### config.mk
export PLATFORM = sky130hd
export DESIGN_NAME = gamepad_turbo_deadzone
export DESIGN_NICKNAME = d
export VERILOG_FILES = /design/src/gtd_pkg.sv /design/src/gtd_ram.sv /design/src/gamepad_turbo_deadzone.sv
export SDC_FILE = /design/constraint.sdc
export NUM_CORES = 1
export LEC_CHECK = 0
export ABC_AREA = 1
export BUFFER_PORTS_ARGS = -buffer_cell sky130_fd_sc_hd__buf_2
export CELL_PAD_IN_SITES_DETAIL_PLACEMENT = 1
export CELL_PAD_IN_SITES_GLOBAL_PLACEMENT = 1
export CORE_MARGIN = 5
export CORE_UTILIZATION = 34
export DETAILED_ROUTE_END_ITERATION = 12
export PLACE_DENSITY_LB_ADDON = 0.12
export SYNTH_ARGS = -nofsm -noshare
export SYNTH_HDL_FRONTEND = slang
export SYNTH_SLANG_ARGS = --single-unit
### constraint.sdc
create_clock -name i_clk -period 7.55 [get_ports i_clk]
set_clock_uncertainty 0.15 [all_clocks]
set_input_delay 1.51 -clock i_clk [delete_from_list [all_inputs] [get_ports i_clk]]
set_output_delay 1.51 -clock i_clk [all_outputs]
set_load 0.005 [all_outputs]
### src/gtd_pkg.sv
package gtd_pkg;

    // History depth per pad and the address width it needs.
    localparam int unsigned HIST_DEPTH = 16;
    localparam int unsigned HIST_AW    = $clog2(HIST_DEPTH);
    localparam int unsigned PAD_COUNT  = 2;
    localparam int unsigned RAM_DEPTH  = HIST_DEPTH * PAD_COUNT;
    localparam int unsigned FILL_W     = $clog2(HIST_DEPTH + 1);

    // Stick and button constants.
    localparam logic [7:0]  DEF_DZ      = 8'h30;
    localparam logic [7:0]  CENTER      = 8'h80;
    localparam logic [7:0]  BAND_LO     = CENTER - DEF_DZ;
    localparam logic [7:0]  BAND_HI     = CENTER + DEF_DZ;
    localparam logic [31:0] DPAD_MASK   = 32'h0000_F000;
    localparam logic [31:0] DPAD_LEFT   = 32'h0000_8000;
    localparam logic [31:0] DPAD_RIGHT  = 32'h0000_2000;
    localparam logic [31:0] DPAD_UP     = 32'h0000_1000;
    localparam logic [31:0] DPAD_DOWN   = 32'h0000_4000;
    localparam logic [31:0] OUT_KEEP    = 32'h00FF_FFFF;

    // Configuration register indexes.
    localparam logic [1:0] CFG_DEADZONE     = 2'd0;
    localparam logic [1:0] CFG_TURBO_ENABLE = 2'd1;
    localparam logic [1:0] CFG_TURBO_MASK   = 2'd2;
    localparam logic [1:0] CFG_FRAMES_ON    = 2'd3;

    // Sequencer states.
    typedef enum logic [1:0] {
        ST_IDLE,
        ST_READ,
        ST_DONE
    } t_state;

    // Pull an axis value inside the configured band but outside the default band to just inside the default band.
    function automatic logic [7:0] remap_axis(input logic [7:0] v, input logic [7:0] dz);
        logic [8:0] sum;
        logic [8:0] hi_lim;
        logic [7:0] res;
        sum    = {1'b0, v} + {1'b0, dz};
        hi_lim = {1'b0, CENTER} + {1'b0, dz};
        res    = v;
        if (dz != DEF_DZ) begin
            if ((v < BAND_LO) && (sum >= {1'b0, CENTER})) begin
                res = BAND_LO + 8'd1;
            end else if ((v > BAND_HI) && ({1'b0, v} <= hi_lim)) begin
                res = BAND_HI - 8'd1;
            end
        end
        return res;
    endfunction

endpackage

### src/gtd_ram.sv
module gtd_ram #(
    parameter int unsigned WIDTH = 32,
    parameter int unsigned DEPTH = 32
) (
    input  logic                     i_clk,
    input  logic                     i_we,
    input  logic [$clog2(DEPTH)-1:0] i_waddr,
    input  logic [WIDTH-1:0]         i_wdata,
    input  logic                     i_re,
    input  logic [$clog2(DEPTH)-1:0] i_raddr,
    output logic [WIDTH-1:0]         o_rdata
);

    logic [WIDTH-1:0] r_mem [DEPTH];
    logic [WIDTH-1:0] r_rdata;

    // One write port and one registered read port.
    always_ff @(posedge i_clk) begin
        if (i_we) begin
            r_mem[i_waddr] <= i_wdata;
        end
        if (i_re) begin
            r_rdata <= r_mem[i_raddr];
        end
    end

    assign o_rdata = r_rdata;

endmodule

### src/gamepad_turbo_deadzone.sv
// Channel   Direction  Handshake                          Payload
// s_axis    in         i_s_axis_tvalid / o_s_axis_tready  tdata buttons,x,y; tuser pad
// m_axis    out        o_m_axis_tvalid / i_m_axis_tready  tdata buttons,x,y
// cfg       in         i_cfg_valid / o_cfg_ready          i_cfg_index, i_cfg_data
//
// With turbo on, each accepted frame reads the pad's history (0 to 16 words) one read a
// cycle on the single read port of the history RAM, waits for the last read word and
// then loads the result; no new frame is accepted until the sequencer is idle again.
// With turbo off the result is loaded without history reads. Reset is synchronous and
// clears the sequencer and the history counts and pointers, and sets the configuration
// registers to their defaults. A stalled result is held in the output register while
// the next frame is read.
module gamepad_turbo_deadzone
    import gtd_pkg::*;
(
    input  logic        i_clk,
    input  logic        i_rst_n,
    input  logic        i_s_axis_tvalid,
    output logic        o_s_axis_tready,
    input  logic [47:0] i_s_axis_tdata,  // buttons_in[31:0], stick_x_in[39:32], stick_y_in[47:40]
    input  logic        i_s_axis_tuser,  // pad_select
    output logic        o_m_axis_tvalid,
    input  logic        i_m_axis_tready,
    output logic [47:0] o_m_axis_tdata,  // buttons_out[31:0], stick_x_out[39:32], stick_y_out[47:40]
    input  logic        i_cfg_valid,
    output logic        o_cfg_ready,
    input  logic [1:0]  i_cfg_index,
    input  logic [31:0] i_cfg_data
);

    // Configuration registers.
    logic [7:0]  r_deadzone;
    logic        r_turbo_enable;
    logic [31:0] r_turbo_mask;
    logic [4:0]  r_frames_on;

    // Sequencer and per-pad history bookkeeping.
    t_state            r_state, n_state;
    logic [FILL_W-1:0] r_fill [PAD_COUNT];
    logic [HIST_AW-1:0] r_head [PAD_COUNT];
    logic [FILL_W-1:0] r_cnt, n_cnt;
    logic              r_rd_pend;
    logic [31:0]       r_seen, n_seen;

    // Latched request.
    logic        r_pad;
    logic [31:0] r_buttons;
    logic [7:0]  r_x;
    logic [7:0]  r_y;

    // Output register.
    logic        r_out_valid;
    logic [47:0] r_out_data;

    // RAM interface.
    logic                     ram_re;
    logic [HIST_AW:0]         ram_raddr;
    logic [31:0]              ram_rdata;
    logic                     ram_we;
    logic [HIST_AW:0]         ram_waddr;

    logic              in_accept;
    logic              out_free;
    logic              done_fire;
    logic [FILL_W-1:0] fill_cur;
    logic [HIST_AW-1:0] head_cur;
    logic [HIST_AW-1:0] head_next;
    logic [FILL_W-1:0] window;
    logic [FILL_W-1:0] win_m1;
    logic [FILL_W-1:0] fill_new;
    logic [8:0]        x_dz, y_dz, hi_lim;
    logic [31:0]       drop;
    logic [31:0]       mask;
    logic [31:0]       fin;
    logic [31:0]       result;

    assign o_cfg_ready     = 1'b1;
    assign o_s_axis_tready = (r_state == ST_IDLE);
    assign in_accept       = i_s_axis_tvalid && o_s_axis_tready;
    assign out_free        = !r_out_valid || i_m_axis_tready;
    assign done_fire       = (r_state == ST_DONE) && out_free;
    assign o_m_axis_tvalid = r_out_valid;
    assign o_m_axis_tdata  = r_out_data;

    assign fill_cur  = r_fill[r_pad];
    assign head_cur  = r_head[r_pad];
    assign head_next = head_cur + 1'b1;

    // Configuration writes.
    always_ff @(posedge i_clk) begin
        if (!i_rst_n) begin
            r_deadzone     <= DEF_DZ;
            r_turbo_enable <= 1'b0;
            r_turbo_mask   <= 32'h0000_00F0;
            r_frames_on    <= 5'd2;
        end else if (i_cfg_valid && o_cfg_ready) begin
            case (i_cfg_index)
                CFG_DEADZONE:     r_deadzone     <= i_cfg_data[7:0];
                CFG_TURBO_ENABLE: r_turbo_enable <= i_cfg_data[0];
                CFG_TURBO_MASK:   r_turbo_mask   <= i_cfg_data;
                CFG_FRAMES_ON:    r_frames_on    <= i_cfg_data[4:0];
                default:          r_deadzone     <= r_deadzone;
            endcase
        end
    end

    // Turbo mask, with D-pad directions dropped where the raw stick is past the deadzone, and the button result.
    always_comb begin
        x_dz   = {1'b0, r_x} + {1'b0, r_deadzone};
        y_dz   = {1'b0, r_y} + {1'b0, r_deadzone};
        hi_lim = {1'b0, CENTER} + {1'b0, r_deadzone};
        drop   = '0;
        if (x_dz < {1'b0, CENTER}) drop = drop | DPAD_LEFT;
        if ({1'b0, r_x} > hi_lim)  drop = drop | DPAD_RIGHT;
        if (y_dz < {1'b0, CENTER}) drop = drop | DPAD_UP;
        if ({1'b0, r_y} > hi_lim)  drop = drop | DPAD_DOWN;
        mask = r_turbo_mask;
        if ((r_turbo_mask & DPAD_MASK) != '0) begin
            mask = r_turbo_mask & ~drop;
        end
        fin    = (r_buttons & ~mask) | (r_buttons & mask & ~r_seen);
        result = r_turbo_enable ? (fin & OUT_KEEP) : r_buttons;
    end

    // New history count: window clamped to 1..HIST_DEPTH, oldest entries dropped.
    always_comb begin
        if (r_frames_on == '0) begin
            window = FILL_W'(1);
        end else if (FILL_W'(r_frames_on) > FILL_W'(HIST_DEPTH)) begin
            window = FILL_W'(HIST_DEPTH);
        end else begin
            window = FILL_W'(r_frames_on);
        end
        win_m1   = window - 1'b1;
        fill_new = ((fill_cur > win_m1) ? win_m1 : fill_cur) + 1'b1;
    end

    // History reads walk back from the newest entry of the pad.
    assign ram_re    = (r_state == ST_READ) && (r_cnt != fill_cur);
    assign ram_raddr = {r_pad, head_cur - r_cnt[HIST_AW-1:0]};
    assign ram_we    = done_fire && r_turbo_enable;
    assign ram_waddr = {r_pad, head_next};

    gtd_ram #(
        .WIDTH (32),
        .DEPTH (RAM_DEPTH)
    ) u_hist_ram (
        .i_clk   (i_clk),
        .i_we    (ram_we),
        .i_waddr (ram_waddr),
        .i_wdata (fin),
        .i_re    (ram_re),
        .i_raddr (ram_raddr),
        .o_rdata (ram_rdata)
    );

    // Next state, read counter and history AND.
    always_comb begin
        n_state = r_state;
        n_cnt   = r_cnt;
        n_seen  = r_seen;
        if (r_rd_pend) begin
            n_seen = r_seen & ram_rdata;
        end
        case (r_state)
            ST_IDLE: begin
                if (in_accept) begin
                    n_cnt   = '0;
                    n_seen  = '1;
                    n_state = r_turbo_enable ? ST_READ : ST_DONE;
                end
            end
            ST_READ: begin
                if (ram_re) begin
                    n_cnt = r_cnt + 1'b1;
                end else if (!r_rd_pend) begin
                    n_state = ST_DONE;
                end
            end
            ST_DONE: begin
                if (out_free) begin
                    n_state = ST_IDLE;
                end
            end
            default: n_state = ST_IDLE;
        endcase
    end

    // Control registers.
    always_ff @(posedge i_clk) begin
        if (!i_rst_n) begin
            r_state     <= ST_IDLE;
            r_cnt       <= '0;
            r_rd_pend   <= 1'b0;
            r_out_valid <= 1'b0;
            for (int p = 0; p < PAD_COUNT; p++) begin
                r_fill[p] <= '0;
                r_head[p] <= '0;
            end
        end else begin
            r_state   <= n_state;
            r_cnt     <= n_cnt;
            r_rd_pend <= ram_re;
            if (done_fire) begin
                r_out_valid <= 1'b1;
            end else if (i_m_axis_tready) begin
                r_out_valid <= 1'b0;
            end
            if (ram_we) begin
                r_fill[r_pad] <= fill_new;
                r_head[r_pad] <= head_next;
            end
        end
    end

    // Payload registers.
    always_ff @(posedge i_clk) begin
        r_seen <= n_seen;
        if (in_accept) begin
            r_pad     <= i_s_axis_tuser;
            r_buttons <= i_s_axis_tdata[31:0];
            r_x       <= i_s_axis_tdata[39:32];
            r_y       <= i_s_axis_tdata[47:40];
        end
        if (done_fire) begin
            r_out_data <= {remap_axis(r_y, r_deadzone), remap_axis(r_x, r_deadzone), result};
        end
    end

    // History counts never exceed the depth.
    assert property (@(posedge i_clk) disable iff (!i_rst_n)
        (r_fill[0] <= FILL_W'(HIST_DEPTH)) && (r_fill[1] <= FILL_W'(HIST_DEPTH)))
        else $error("history count above depth");

    // The read walk never passes the pad's history count.
    assert property (@(posedge i_clk) disable iff (!i_rst_n)
        (r_state == ST_READ) |-> (r_cnt <= fill_cur))
        else $error("history read past fill");

    // An accepted request deasserts the ready in the cycle after it.
    assert property (@(posedge i_clk) disable iff (!i_rst_n)
        in_accept |=> !o_s_axis_tready)
        else $error("request accepted while busy");

    // A history write always comes with a result in the output register.
    assert property (@(posedge i_clk) disable iff (!i_rst_n)
        ram_we |=> o_m_axis_tvalid)
        else $error("history written without a result");

endmodule

# ---- Word level (Yosys, flattened, before mapping)
# Memory sizes are Yosys's and may differ from the RTL's. A register that Yosys moved wholly into a read port is not among the register bits.
# Index checks and enable logic that the tools add are counted.
dict set report totals {
  regBits 184
  ramBits 1042
  in_bits 88
  out_inout_bits 51
  n_memories 3
}
# memory words word_bits read_ports rd_clocked_by_memory_dff wr line_no
set mem_list {}
lappend mem_list {u_hist_ram.r_mem 32 32 1 1 1 gtd_ram.sv:14} ;# logic [WIDTH-1:0] r_mem [DEPTH];
lappend mem_list {r_fill 2 5 1 1 2 gamepad_turbo_deadzone.sv:39} ;# logic [FILL_W-1:0] r_fill [PAD_COUNT];
lappend mem_list {r_head 2 4 1 1 2 gamepad_turbo_deadzone.sv:40} ;# logic [HIST_AW-1:0] r_head [PAD_COUNT];
dict set report op_classes {
  add_sub_neg 8
  magnitude_cmp 14
  eq_ne 12
  n_mux 42
  n_bitwise 9
  n_reduce_logical 24
}
# op n
set op_table {}
lappend op_table {{$and A32 B32 Y32} 5}
lappend op_table {{$mux W32} 4}
lappend op_table {{$not A32 Y32} 2}
lappend op_table {{$mux W8} 6}
lappend op_table {{$not A16 Y32} 1}
lappend op_table {{$or A32 B32 Y32} 1}
lappend op_table {{$reduce_bool A32 Y1} 1}
lappend op_table {{$mux W5} 6}
lappend op_table {{$mux W24} 1}
lappend op_table {{$add A8 B8 Y9} 2}
lappend op_table {{$ge A9 B8 Y1 const B} 2}
lappend op_table {{$gt A8 B9 Y1} 2}
lappend op_table {{$le A8 B9 Y1} 2}
lappend op_table {{$lt A9 B8 Y1 const B} 2}
lappend op_table {{$gt A8 B8 Y1 const B} 2}
lappend op_table {{$lt A8 B7 Y1 const B} 2}
lappend op_table {{$mux W16} 1}
lappend op_table {{$mux W15} 1}
lappend op_table {{$mux W14} 1}
lappend op_table {{$mux W1} 13}
lappend op_table {{$mux W13} 1}
lappend op_table {{$add A5 B1 Y5 const B} 2}
lappend op_table {{$mux W2} 5}
lappend op_table {{$pmux W5 S2} 1}
lappend op_table {{25 further kinds} 43}

# ---- Depth between registers and ports, before layout
dict set report depth {
  depth_word 13
  depth_mapped 19
}

# ---- Cells and area by module
# Synthesis repeated with hierarchy kept, for this count alone.
dict set report unflattened {
  hier_cells 4486
  hier_area_um2 51762.1
}
# mod n_inst cells_per_inst area_each_um2
set modules_own_cells {}
lappend modules_own_cells {gtd_ram 1 3536 42726.0}
lappend modules_own_cells {gamepad_turbo_deadzone 1 950 9036.2}

# ---- Least setup slack after synthesis
# OpenSTA, ideal clock, no wires.
dict set report synth_path {
  kind {in2reg}
  startpoint {in i_m_axis_tready}
  endpoint {mem u_hist_ram.r_mem[0][0] (enable)}
  setup_ns 0.405
  t_arrival_ns 5.319
  required_time_ns 6.995
  setup_slack_ns 1.676
  stages 6
  n_path_buf 0
  cell_sequence {nor2_1 -> nor2_1 -> nand2_1 -> inv_1 -> nand2_1 -> nor2_1}
}
dict set report synth_via {
  elab_chain_len 5
}
# element line_no
set synth_rtl {}
lappend synth_rtl {{from (decl)} gamepad_turbo_deadzone.sv:23} ;# input logic i_m_axis_tready,
lappend synth_rtl {{$logic_or A1 B1 Y1} gamepad_turbo_deadzone.sv:80} ;# assign out_free = !r_out_valid || i_m_axis_tready;
lappend synth_rtl {{$logic_and A1 B1 Y1} gamepad_turbo_deadzone.sv:81} ;# assign done_fire = (r_state == ST_DONE) && out_free;
lappend synth_rtl {{named net done_fire} gamepad_turbo_deadzone.sv:64} ;# logic done_fire;
lappend synth_rtl {{$logic_and A1 B1 Y1} gamepad_turbo_deadzone.sv:141} ;# assign ram_we = done_fire && r_turbo_enable;
lappend synth_rtl {{$mux W1} gtd_ram.sv:19} ;# if (i_we) begin
lappend synth_rtl {{$mux W1 (not written as such)} gtd_ram.sv:20} ;# r_mem[i_waddr] <= i_wdata;
lappend synth_rtl {{to (decl)} gtd_ram.sv:14}
# The timed path passes the listed nets, and every way through them passes these cells.

==> impl_metrics.yaml <==
global_route:
  global_route.overflow_total: 0
  grt_pass1_vias: 27160
  grt_pass1_wl_mm: 175.0
  gr-usage-all-layers: 0.1897
  number_of_antenna_violations_at_the_first_check_in_global_routing: 3
  grt_start_max_net_pins: 169
power:
  power_frac_seq: 0.475
  p_sw_frac: 0.2695
  vdd_ir_drop_max_uv: 191.9
  power-per-cell-area_nw_per_um2: 283.3
  clock_power_share: 0.390
  static-leakage-power_nw: 15.58
  power.internal_mw: 9.391
  switching_power_mw: 3.465
  power.share.combinational: 0.135
route:
  num_vias: 25800
  drc: 0
  routed_wire_length_per_instance_um: 23.92
  initialDrtViolationCount: 1711
  avgViaCountPerCell: 5.184
  postRouteAntennaNets: 0
  route.final.wire_length_mm: 119.0
  drt_first_pass_iters: 5
placement:
  pre_cts_ws_ns: 2.661
  postPlaceCellArea_um2: 42050
  finalWeightedCongestion: 0.7570
  io_buffer_count: 129
  dpl.hpwl_mm: 67.88
clocking:
  h_tree_depth_reported_by_cts: 3
  clk_path_buf_depth: 3
  post_cts.repair.setup_buffers: 0
  clock_sink_count: 979
  cts.reportedPaths.clkPinSlew_ns: 0.06
  tritoncts_clock_tree: "done"
  root_buffer_cell: "sky130_fd_sc_hd__clkbuf_16"
  cts.repair.resized: 0
  cts.hold.buffers_added: 0
  tritoncts.num_buffers: 108
  clock_latency_ns: 0.69
final_layout:
  layout.area.seq_um2: 28680
  final_design_area_no_fill_um2: 45380
  layout-drive-gt1-share: 0.1145
  area_delta_synth_final_pct: 14.89
  multi_input_area_um2: 9931
  finish.utilization: 0.3921
  layout.nets: 3501
  layout_commonest_cell: "sky130_fd_sc_hd__edfxtp_1"
  final_cell_mix: "sky130_fd_sc_hd__edfxtp_1, sky130_fd_sc_hd__nor2_1, sky130_fd_sc_hd__o21ai_0"
  fill_cells: 12270
die:
  start_util: 0.3413
  floorplan.core_area_um2: 115700
  y_dimension_of_the_die_um: 350.8
  floorplan.die.width_um: 350.8
  floorplan.rows: 125
  ios: 139
  design.die.area_um2: 123100
synthesis:
  syn_area_cell_um2: 12.10
  ys.flop_type: "sky130_fd_sc_hd__edfxtp_1"
  synth_seq_cells: 979
  synth_edf_count: 907
  synth_async_sr_flop_share: 0
  synth-seq-area-share: 0.7261
  yosysWarnings: 0
  mappedNetlistArea_um2: 39500
  distinct_cell_type_count_after_synthesis: 39
  syn_inst: 3263
worst_setup_path:
  timing.critical_path.from_type: "flip-flop"
  critical_path.most_common_cell: "sky130_fd_sc_hd__nand2_1"
  crit_path_cell_trace: "inv_4, or2_1, o21a_1, inv_1, ha_4, fa_4, buf_4, nor2_1, o21ai_0, o211ai_1, nand3_1, nand2_1, nand2_1, nand2_1"
  critical_path_sink_type: "flip-flop"
  critPathRequiredTime_ns: 7.77
  critical_path.slowest_cell: "sky130_fd_sc_hd__fa_4"
  cp.arrival_ns: 5.11
  crit_path_max_fanout: 63
  crit_type: "flip-flop to flip-flop"
  worst_path_largest_cell_delay_ns: 1.37
timing:
  setup_viol: 0
  setup_tns_ns: 0
  maxSlewHeadroom: 0.1785
  post-route-period-util: 0.6476
  final_max_slew_violation_count: 0
  hold-worst-slack_ns: 0.3219
  timing.final.crit_period_ns: 4.889
  endpoints_failing_hold: 0
  grt_setup_unrepaired: "false"
  tightestPinTransition_ns: 1.229
  maximum_clock_rate_mhz: 204.5
  final_setup_margin_ns: 2.661
run_status:
  run_status: "complete, no violations"
hold_path:
  hold_class: "flip-flop to flip-flop"
run:
  drv_cap: 0
## per-stage QoR
stage	cells	power, mW
4_1_cts	4973	12.99
6_report	4976	12.86
3_5_place_dp	4779	7.965
5_1_grt	4973	13.40
3_3_place_gp	4779	7.893
2_1_floorplan	3264	7.285
## metal layers
metal  up-vias  track usage  routed length (um)
li1      11860            -                   -
met3       182      0.02806                4249
met4         0      0.04416                2742
met1     13310       0.2591               54940
met2       450       0.3217               57090
met5         -            0                   0
## final cells by class
cell class | count | area share
timing repair buffer | 178 | 0.02316
sequential | 979 | 0.6320
multi-input combinational | 1974 | 0.2189
antenna | 3 | 0.0001654
clock inverter | 50 | 0.008824
clock buffer | 144 | 0.06439
inverter | 124 | 0.01059
tap | 1524 | 0.04202
## worst paths after layout
check	depth (start not counted)	to	startpoint	slack [ns]
max	14	u_hist_ram.o_rdata[23]	flip-flop	2.66
min	2	r_seen[12]	r_seen[12]	0.32
min reg2reg	2	r_seen[12]	r_seen[12]	0.32
max reg2reg	14	u_hist_ram.o_rdata[23]	flip-flop	2.66
## synth_stat cells (all sizes together) (4+ instances only)
cell type,instances,share of area
a21oi,54,0.0068
xor2,7,0.0019
clkbuf,102,0.0097
or2,4,0.00063
nand3,156,0.020
o21ai,449,0.057
inv,124,0.012
buf,85,0.011
o211ai,106,0.020
o32ai,44,0.0098
edfxtp,907,0.69
dfxtp,72,0.036
nand4,6,0.00095
ha,47,0.015
nand2,339,0.032
a31oi,22,0.0035
o21a,5,0.00095
xnor2,4,0.00089
nor2,710,0.067
nor3,6,0.00076
## kinds of logic after synthesis
family	share of synthesized area
and+or+nand+nor	0.1238
DFF	0.7261
xor gates and xnor gates	0.002819
buffers and inverters	0.03266
other	0.00009494
AOI/OAI and AO/OA	0.09915
adders and majority gates	0.01540
## power groups by stage
stage          sequential (mW)  clock [mW]  combinational, mW
2_1_floorplan             6.21           0               1.08
3_3_place_gp              6.22           0               1.68
4_1_cts                   6.11        5.13               1.76
3_5_place_dp              6.22           0               1.75
5_1_grt                   6.11        5.37               1.93
6_report                  6.10        5.01               1.74
## worst max-delay path, delay by kind of cell, from the launching register on
kind,cells,cell delay (ns)
buf+inv,3,0.95
compound gates,3,0.51
fa+ha+maj,2,1.57
simple gates,6,0.87
flops,1,0.45
## flip-flops by register name, indices dropped and copies added (netlist names), named ones only
register and flops:
u_hist_ram.r_mem 768, o_m_axis_tdata 48, r_buttons 32, r_seen 24
r_turbo_mask 24, u_hist_ram.o_rdata 24, r_fill 10, r_deadzone 8
r_head 8, r_x 8, r_y 8, r_cnt 5
r_frames_on 5, r_state 2, o_m_axis_tvalid 1, r_pad 1
r_rd_pend 1, r_turbo_enable 1
Power figures use the tool's default switching activity.
